===== src/rtl/core/pee_pkg.sv =====
// Shared types, character codes and sequencer states for the postfix evaluator.
// No dependencies; compile first.
package pee_pkg;

  localparam int WORD_W   = 32;
  localparam int CHAR_W   = 8;
  localparam int STATUS_W = 2;
  localparam int DIV_STEPS = 32;

  typedef logic [CHAR_W-1:0]   char_t;
  typedef logic [WORD_W-1:0]   word_t;
  typedef logic [STATUS_W-1:0] status_t;

  localparam char_t CH_NUL    = 8'h00;
  localparam char_t CH_ZERO   = 8'h30;
  localparam char_t CH_PLUS   = 8'h2B;
  localparam char_t CH_MINUS  = 8'h2D;
  localparam char_t CH_STAR   = 8'h2A;
  localparam char_t CH_SLASH  = 8'h2F;
  localparam char_t CH_PCT    = 8'h25;
  localparam char_t CH_LPAREN = 8'h28;
  localparam char_t CH_RPAREN = 8'h29;

  localparam status_t ST_OK    = 2'd0;
  localparam status_t ST_PAREN = 2'd1;
  localparam status_t ST_DIV0  = 2'd2;

  typedef enum logic [2:0] {
    OP_PUSH,
    OP_END,
    OP_ADD,
    OP_SUB,
    OP_MUL,
    OP_DIV,
    OP_REM,
    OP_PAREN
  } op_t;

  typedef enum logic [2:0] {
    S_IDLE,
    S_POP_R,
    S_POP_L,
    S_EXEC,
    S_DIV,
    S_SIGN,
    S_PUSH,
    S_EMIT
  } state_t;

  function automatic op_t decode_char(char_t c);
    op_t op;
    unique case (c)
      CH_NUL:               op = OP_END;
      CH_PLUS:              op = OP_ADD;
      CH_MINUS:             op = OP_SUB;
      CH_STAR:              op = OP_MUL;
      CH_SLASH:             op = OP_DIV;
      CH_PCT:               op = OP_REM;
      CH_LPAREN, CH_RPAREN: op = OP_PAREN;
      default:              op = OP_PUSH;
    endcase
    return op;
  endfunction

endpackage


===== src/rtl/core/pee_in_if.sv =====
// Input channel: one byte of postfix text per request.
// Depends on pee_pkg.
interface pee_in_if;
  logic            valid;
  logic            ready;
  pee_pkg::char_t  char_in;

  modport source (output valid, output char_in, input ready);
  modport sink   (input valid, input char_in, output ready);
endinterface


===== src/rtl/core/pee_out_if.sv =====
// Result channel: evaluated value, status and the sticky stack flags.
// Depends on pee_pkg.
interface pee_out_if;
  logic                    valid;
  logic                    ready;
  logic signed [31:0]      result_value;
  pee_pkg::status_t        status;
  logic                    underflow_seen;
  logic                    overflow_seen;

  modport source (output valid, output result_value, output status,
                  output underflow_seen, output overflow_seen, input ready);
  modport sink   (input valid, input result_value, input status,
                  input underflow_seen, input overflow_seen, output ready);
endinterface


===== src/rtl/core/postfix_expression_evaluator_unit.sv =====
// Postfix evaluator top level; operand stack in a one-port-read synchronous RAM.
// A digit is pushed as it is taken; end of expression emits (waits on the result
// register); / and % run 32 iterations of the shared restoring divider.
// One byte in flight at a time; a waiting result blocks only the next emit.
// Synchronous active-low reset clears stack count, flags, state and result valid;
// the stack RAM is not cleared, the count alone decides which entries are live.
module postfix_expression_evaluator_unit #(
  parameter int STACK_DEPTH = 4
) (
  input  logic       clk,
  input  logic       rst_n,
  pee_in_if.sink     in_ch,
  pee_out_if.source  out_ch
);
  import pee_pkg::*;

  localparam int AW    = (STACK_DEPTH > 1) ? $clog2(STACK_DEPTH) : 1;
  localparam int CNT_W = $clog2(STACK_DEPTH + 1);
  localparam logic [CNT_W-1:0] CNT_FULL = CNT_W'(STACK_DEPTH);
  localparam logic [4:0] DIV_LAST = 5'(DIV_STEPS - 1);

  state_t state_r, state_nxt;
  op_t    op_r;
  op_t    in_op;
  logic   in_acc;
  logic   out_free;

  logic [CNT_W-1:0] count_r, count_nxt, count_m1;
  logic             unf_r, unf_nxt;
  logic             ovf_r, ovf_nxt;

  word_t   mem [STACK_DEPTH];
  word_t   rd_data_r;
  logic [AW-1:0] rd_addr;
  logic [AW-1:0] wr_addr;
  logic    wr_en;
  word_t   wr_data;
  logic    push_req;
  word_t   push_val;
  word_t   pop_val;

  word_t   lhs_r, rhs_r, res_r;
  status_t st_r;
  word_t   mul_lo;
  word_t   lhs_abs, rhs_abs;

  word_t       dq_r, drem_r, dden_r;
  logic [4:0]  dcnt_r;
  logic        neg_q_r, neg_r_r;
  logic [32:0] rem_sh, rem_diff;
  logic        rem_ge;

  logic        out_valid_r;
  word_t       out_value_r;
  status_t     out_status_r;
  logic        out_unf_r, out_ovf_r;

  assign in_acc   = in_ch.valid && in_ch.ready;
  assign in_op    = decode_char(in_ch.char_in);
  assign out_free = !out_valid_r || out_ch.ready;
  assign pop_val  = (count_r == '0) ? '0 : rd_data_r;
  assign mul_lo   = lhs_r * rhs_r;
  assign lhs_abs  = lhs_r[31] ? (~lhs_r + 32'd1) : lhs_r;
  assign rhs_abs  = rhs_r[31] ? (~rhs_r + 32'd1) : rhs_r;

  // one restoring divider step
  assign rem_sh   = {drem_r, dq_r[31]};
  assign rem_diff = rem_sh - {1'b0, dden_r};
  assign rem_ge   = !rem_diff[32];

  // next state
  always_comb begin
    state_nxt = state_r;
    unique case (state_r)
      S_IDLE:  if (in_acc && in_op != OP_PUSH) state_nxt = S_POP_R;
      S_POP_R: state_nxt = (op_r == OP_END) ? S_EMIT : S_POP_L;
      S_POP_L: state_nxt = (op_r == OP_PAREN) ? S_EMIT : S_EXEC;
      S_EXEC: begin
        if (op_r == OP_DIV || op_r == OP_REM) begin
          state_nxt = (rhs_r == '0) ? S_EMIT : S_DIV;
        end else begin
          state_nxt = S_PUSH;
        end
      end
      S_DIV:   if (dcnt_r == DIV_LAST) state_nxt = S_SIGN;
      S_SIGN:  state_nxt = S_PUSH;
      S_PUSH:  state_nxt = S_IDLE;
      S_EMIT:  if (out_free) state_nxt = S_IDLE;
      default: state_nxt = S_IDLE;
    endcase
  end

  // outputs and stack control
  always_comb begin
    in_ch.ready = (state_r == S_IDLE);
    count_nxt   = count_r;
    unf_nxt     = unf_r;
    ovf_nxt     = ovf_r;
    push_req    = 1'b0;
    push_val    = res_r;
    wr_en       = 1'b0;
    unique case (state_r)
      S_IDLE: begin
        if (in_acc && in_op == OP_PUSH) begin
          push_req = 1'b1;
          push_val = {24'd0, in_ch.char_in} - {24'd0, CH_ZERO};
        end
      end
      S_POP_R, S_POP_L: begin
        if (count_r == '0) begin
          unf_nxt = 1'b1;
        end else begin
          count_nxt = count_r - 1'b1;
        end
      end
      S_PUSH: push_req = 1'b1;
      S_EMIT: begin
        if (out_free) begin
          count_nxt = '0;
          unf_nxt   = 1'b0;
          ovf_nxt   = 1'b0;
        end
      end
      default: ;
    endcase
    if (push_req) begin
      if (count_r >= CNT_FULL) begin
        ovf_nxt = 1'b1;
      end else begin
        wr_en     = 1'b1;
        count_nxt = count_r + 1'b1;
      end
    end
  end

  assign wr_data  = push_val;
  assign wr_addr  = count_r[AW-1:0];
  // keep the read port on the top of stack as it stands after this edge
  assign count_m1 = count_nxt - 1'b1;
  assign rd_addr  = (count_nxt == '0) ? '0 : count_m1[AW-1:0];

  // forward a word written to the entry that is read in the same cycle
  always_ff @(posedge clk) begin
    if (wr_en) mem[wr_addr] <= wr_data;
    rd_data_r <= (wr_en && wr_addr == rd_addr) ? wr_data : mem[rd_addr];
  end

  always_ff @(posedge clk) begin
    if (!rst_n) begin
      state_r <= S_IDLE;
      count_r <= '0;
      unf_r   <= 1'b0;
      ovf_r   <= 1'b0;
    end else begin
      state_r <= state_nxt;
      count_r <= count_nxt;
      unf_r   <= unf_nxt;
      ovf_r   <= ovf_nxt;
    end
  end

  always_ff @(posedge clk) begin
    case (state_r)
      S_IDLE: if (in_acc) op_r <= in_op;
      S_POP_R: begin
        rhs_r <= pop_val;
        res_r <= pop_val;
        st_r  <= ST_OK;
      end
      S_POP_L: begin
        lhs_r <= pop_val;
        res_r <= '0;
        st_r  <= ST_PAREN;
      end
      S_EXEC: begin
        case (op_r)
          OP_ADD: res_r <= lhs_r + rhs_r;
          OP_SUB: res_r <= lhs_r - rhs_r;
          OP_MUL: res_r <= mul_lo;
          OP_DIV, OP_REM: begin
            res_r   <= '0;
            st_r    <= ST_DIV0;
            dq_r    <= lhs_abs;
            dden_r  <= rhs_abs;
            drem_r  <= '0;
            dcnt_r  <= '0;
            neg_q_r <= lhs_r[31] ^ rhs_r[31];
            neg_r_r <= lhs_r[31];
          end
          default: ;
        endcase
      end
      S_DIV: begin
        dq_r   <= {dq_r[30:0], rem_ge};
        drem_r <= rem_ge ? rem_diff[31:0] : rem_sh[31:0];
        dcnt_r <= dcnt_r + 5'd1;
      end
      S_SIGN: begin
        if (op_r == OP_DIV) begin
          res_r <= neg_q_r ? (~dq_r + 32'd1) : dq_r;
        end else begin
          res_r <= neg_r_r ? (~drem_r + 32'd1) : drem_r;
        end
      end
      default: ;
    endcase
  end

  // result register: hold until taken, load when the sequencer emits
  always_ff @(posedge clk) begin
    if (!rst_n) begin
      out_valid_r <= 1'b0;
    end else if (state_r == S_EMIT && out_free) begin
      out_valid_r <= 1'b1;
    end else if (out_ch.ready) begin
      out_valid_r <= 1'b0;
    end
  end

  always_ff @(posedge clk) begin
    if (state_r == S_EMIT && out_free) begin
      out_value_r  <= res_r;
      out_status_r <= st_r;
      out_unf_r    <= unf_r;
      out_ovf_r    <= ovf_r;
    end
  end

  assign out_ch.valid          = out_valid_r;
  assign out_ch.result_value   = out_value_r;
  assign out_ch.status         = out_status_r;
  assign out_ch.underflow_seen = out_unf_r;
  assign out_ch.overflow_seen  = out_ovf_r;

endmodule

===== src/flat_wrapper.sv =====
// flat-port wrapper written by rule: the top's interface ports become plain ports
module postfix_expression_evaluator_unit_flat import pee_pkg::*;
#(
  parameter int STACK_DEPTH = 4
)
  (clk, rst_n, in_ch_valid, in_ch_char_in, in_ch_ready, out_ch_valid, out_ch_result_value, out_ch_status, out_ch_underflow_seen, out_ch_overflow_seen, out_ch_ready);
  pee_in_if in_ch_i ();
  pee_out_if out_ch_i ();
  input  logic clk;
  input  logic rst_n;
  input wire logic [$bits(in_ch_i.valid)-1:0] in_ch_valid;
  input wire logic [$bits(in_ch_i.char_in)-1:0] in_ch_char_in;
  output wire logic [$bits(in_ch_i.ready)-1:0] in_ch_ready;
  output wire logic [$bits(out_ch_i.valid)-1:0] out_ch_valid;
  output wire logic [$bits(out_ch_i.result_value)-1:0] out_ch_result_value;
  output wire logic [$bits(out_ch_i.status)-1:0] out_ch_status;
  output wire logic [$bits(out_ch_i.underflow_seen)-1:0] out_ch_underflow_seen;
  output wire logic [$bits(out_ch_i.overflow_seen)-1:0] out_ch_overflow_seen;
  input wire logic [$bits(out_ch_i.ready)-1:0] out_ch_ready;
  assign in_ch_i.valid = in_ch_valid;
  assign in_ch_i.char_in = in_ch_char_in;
  assign in_ch_ready = in_ch_i.ready;
  assign out_ch_valid = out_ch_i.valid;
  assign out_ch_result_value = out_ch_i.result_value;
  assign out_ch_status = out_ch_i.status;
  assign out_ch_underflow_seen = out_ch_i.underflow_seen;
  assign out_ch_overflow_seen = out_ch_i.overflow_seen;
  assign out_ch_i.ready = out_ch_ready;
  postfix_expression_evaluator_unit #(.STACK_DEPTH(STACK_DEPTH)) u_core (.clk(clk), .rst_n(rst_n), .in_ch(in_ch_i), .out_ch(out_ch_i));
endmodule

===== config.mk =====
export PLATFORM = sky130hd
export DESIGN_NAME = postfix_expression_evaluator_unit_flat
export DESIGN_NICKNAME = d
export VERILOG_FILES = /design/src/rtl/core/pee_pkg.sv /design/src/rtl/core/pee_in_if.sv /design/src/rtl/core/pee_out_if.sv /design/src/rtl/core/postfix_expression_evaluator_unit.sv /design/src/flat_wrapper.sv
export SDC_FILE = /design/constraint.sdc
export NUM_CORES = 2
export LEC_CHECK = 0
export BUFFER_PORTS_ARGS = -buffer_cell sky130_fd_sc_hd__buf_4
export CAP_MARGIN = 15
export CORE_MARGIN = 2
export CORE_UTILIZATION = 65
export CTS_CLUSTER_SIZE = 24
export DETAILED_ROUTE_END_ITERATION = 16
export PLACE_DENSITY_LB_ADDON = 0.15
export SYNTH_ARGS = -nofsm -noshare
export SYNTH_HDL_FRONTEND = slang
export SYNTH_SLANG_ARGS = --single-unit

===== constraint.sdc =====
create_clock -name clk -period 20 [get_ports clk]
set_input_delay 1 -clock clk [delete_from_list [all_inputs] [get_ports clk]]
set_output_delay 1 -clock clk [all_outputs]
set_load 0.05 [all_outputs]

==> summary.md <==
| Metric | Value |
|---|---|
| Status | `finished, final reports clean` |
| Post-Synth Adder-Cell Area | `28.9%` |
| CP delay by family, top | `adder cells` |
| First-pass GRT wire length | `174 mm` |
| Hold EP | `u_core.out_ch.overflow_seen$_DFFE_PP_` |
| Initial antenna violation count | `7` |
| Final hold vios | `0` |
| DR vias/cell | `6.41` |
| Compound-gate portion of the synthesized area | `9.57%` |
| Proportion of layout cells with a drive suffix above 1 | `6.86%` |
| Number of synthesized flops with an enable pin | `368` |
| Simple-gate share of the synthesized area | `15.4%` |
| Clk root buf | `clkbuf_16` |
| Post-detail-place hpwl | `81.6 mm` |
| Total global routing overflow | `0` |
| Critical path's largest stage delay | `0.68 ns` |
| Yosys warning count | `0` |
| Rel. slew slack | `18.1%` |
| Syn Inst Count | `3672` |
| Largest net degree at the start of global routing | `62` |
| Commonest non-fill, non-tap cell in the layout | `inv_1` |
| Overall routed net length | `113 mm` |
| Initial DRC Count | `3362` |
| Tightest Pin Transition | `1.22 ns` |
| Core Rows | `87` |
| # port buffers | `49` |
| Routability congestion estimate | `1.01` |
| Htree depth | `2` |
| Top Ports | `50` |
| Number of nets in the layout | `4257` |
| Crit share post-route | `38.6%` |
| CTS Sinks | `379` |
| Max-Cap Viols | `0` |
| Yosys top cell area share | `29.7%` |
| Main combinational cell family by area after synthesis | `adder cells` |
| Core footprint | `56500 µm²` |
| Worst R2R Setup Slack | `12.28 ns` |
| Reg-to-Reg End | `u_core.res_r[31]$_DFFE_PP_` |
| Fmax | `129 MHz` |
| Starting Density | `65.9%` |
| Number of global-route vias before repair | `28.9k` |
| Crit. End Element | `flop` |
| Global-route usage over all layers | `38.9%` |
| Netlist cell types | `72` |
| # fillers | `4195` |
| CTS tree | `yes` |
| RSZ-0062 raised after global routing | `false` |
| Asr flop ratio synth | `0%` |
| Worst path cell trace | `buf_4, and2_1, fa_1, fa_1, fa_1, inv_1, fa_1, inv_1, fa_1, inv_1, fa_1, inv_1, fa_1, fa_1, ha_1, a21oi_1, o21a_1, a2bb2oi_1, o41a_1, o211ai_1, o21ai_0, xnor2_1, nor2_1, a211o_1` |
| XOR/XNOR Fraction of Synth Area | `6.49%` |
| Hold wc startpoint | `u_core.ovf_r$_SDFF_PN0_` |
| R2R Path Start | `u_core.lhs_r[11]$_DFFE_PN_` |
| Routed Antenna Nets | `0` |
| Final TNS setup | `0 ns` |
| Hold path depth | `0` |
| Hold crit path type | `reg2reg` |
| Register bit total from synthesis | `379` |
| Number of max-slew violations in the final report | `0` |
| Most frequent cells in the layout | `454 x inv_1, 410 x fa_1, 405 x nand2_1` |
| Seq/Total Area, Yosys | `30.3%` |
| Avg Inst Size Synth | `10.1 µm²` |
| Worst skew pair latency | `0.57 ns` |
| Chip width | `243 µm` |
| Post-CTS Setup Inserts | `0` |
| Critical path launch point type | `flop` |
| CTS max path bufs | `3` |
| First drt pass iteration count | `6` |
| Synth area leader | `edfxtp_1` |
| Clk_skew | `0.0237 ns` |
| Critical path's most frequent cell | `fa_1` |
| WP buf/inv | `5` |
| Area Overhead vs Synth | `6.41%` |
| Clock Pin Slew Worst Setup and Hold Paths | `0.06 ns` |
| Via count | `28.3k` |
| Resized cells post-CTS | `0` |
| Crit-path slowest cell | `edfxtp_1` |
| Data required, critical path | `20.31 ns` |
| Ys flop type | `edfxtp_1` |
| CP max FO | `15` |
| Worst Path Arrival | `8.03 ns` |
| Mux share of post-synthesis cell area | `2.81%` |
| Die area | `59200 µm²` |
| Average routed wire per standard cell | `25.5 µm` |
| Final Critical Period | `7.72 ns` |
| Kind of critical path | `reg2reg` |
| Final setup fails | `0` |
| Hold Buf Count CTS | `0` |
| TritonCTS Buffers | `39` |
| Die Y-Extent | `243 µm` |
| DR DRC count | `0` |
| Syn_nets | `4298` |
| R2R depth | `24` |
| Netlist Area Pre-Place | `37300 µm²` |
| Top cells by area, synth | `edfxtp_1 30%, fa_1 22%, ha_1 6.9%` |
==> flip-flops by register name, indices dropped and copies added, names as in the netlist, named ones only <==
| name | cells |
|---|---|
| u_core.state_r | 3 |
| u_core.out_ch.overflow_seen | 1 |
| u_core.op_r | 3 |
| u_core.rhs_r | 32 |
| u_core.mem | 128 |
| u_core.neg_r_r | 1 |
| u_core.count_r | 3 |
| u_core.drem_r | 32 |
| u_core.out_ch.result_value | 32 |
| u_core.out_ch.underflow_seen | 1 |
| u_core.neg_q_r | 1 |
| u_core.ovf_r | 1 |
| u_core.dq_r | 32 |
| u_core.res_r | 32 |
| u_core.out_ch.status | 2 |
| u_core.st_r | 2 |
| u_core.dcnt_r | 5 |
| u_core.out_ch.valid | 1 |
| u_core.unf_r | 1 |
| u_core.lhs_r | 32 |
| u_core.dden_r | 32 |
==> worst max-delay path by stage <==
stage                                           from                          to  depth (start not counted)
final                     u_core.lhs_r[11]$_DFFE_PN_  u_core.res_r[31]$_DFFE_PP_                         24
after detailed placement  u_core.lhs_r[11]$_DFFE_PN_  u_core.res_r[31]$_DFFE_PP_                         24
after global placement     u_core.rhs_r[2]$_DFFE_PP_  u_core.res_r[30]$_DFFE_PP_                         24
after global routing      u_core.lhs_r[11]$_DFFE_PN_  u_core.res_r[31]$_DFFE_PP_                         24
after CTS                 u_core.lhs_r[11]$_DFFE_PN_  u_core.res_r[31]$_DFFE_PP_                         24
after floorplan            u_core.rhs_r[5]$_DFFE_PP_  u_core.res_r[31]$_DFFE_PP_                         25
==> logic make-up after synthesis <==
kind of cell               count (synthesis)
AOI/OAI and AO/OA                        551
xor gates and xnor gates                 276
adders and majority gates                614
buffers and inverters                    650
DFF                                      379
muxes                                     64
and+or+nand+nor                         1138
==> cell usage after synthesis (32+ instances only) <==
master,n
o21ai_0,151
nand2_1,405
o31ai_1,49
mux4_2,32
ha_1,204
xor2_1,128
or3_1,38
nor2_1,147
xnor2_1,148
nand2b_1,38
clkbuf_1,185
and2_1,317
edfxtp_1,368
fa_1,410
a21oi_1,112
nand3_1,32
nor2b_1,56
inv_1,454
a21o_1,46
==> layer usage <==
layer	routed length (µm)	global-route usage, %	share of wire (%)	up-vias
li1	-	-	-	12100
met1	43300	53.3	38	14100
met2	50300	59.2	45	1719
met3	13800	11.0	12	350
met4	5260	15.3	4.7	8
met5	45	0	0.040	-
==> through the flow <==
stage / cell area (µm²) / cells / hold WS (ns) / setup WS [ns] / utilization (%)
final: 39600 / 4419 / 0.442 / 12.28 / 70.2
after global routing: 39600 / 4415 / 0.464 / 11.97 / 70.2
after CTS: 39600 / 4414 / 0.443 / 12.38 / 70.1
after detailed placement: 38400 / 4345 / 0.428 / 12.41 / 67.9
after global placement: 38400 / 4345 / 0.419 / 12.60 / 67.9
after floorplan: 37300 / 3672 / 0.400 / 13.03 / -
==> final cells by class <==
class / instances / area [µm²] / share of cell area [%]
clock buffers: 43 / 1000 / 2.53
diodes: 4 / 10.0 / 0.0253
well taps: 756 / 946 / 2.39
clock inverters: 26 / 239 / 0.603
repair buffers: 114 / 876 / 2.21
flip-flops and latches: 379 / 11300 / 28.4
inverters: 454 / 1700 / 4.30
multi-input cells: 2643 / 23600 / 59.5
Power is left out: the tool's default activity adds up to more than one toggle a clock period on the data nets, which glitch-free logic cannot reach.
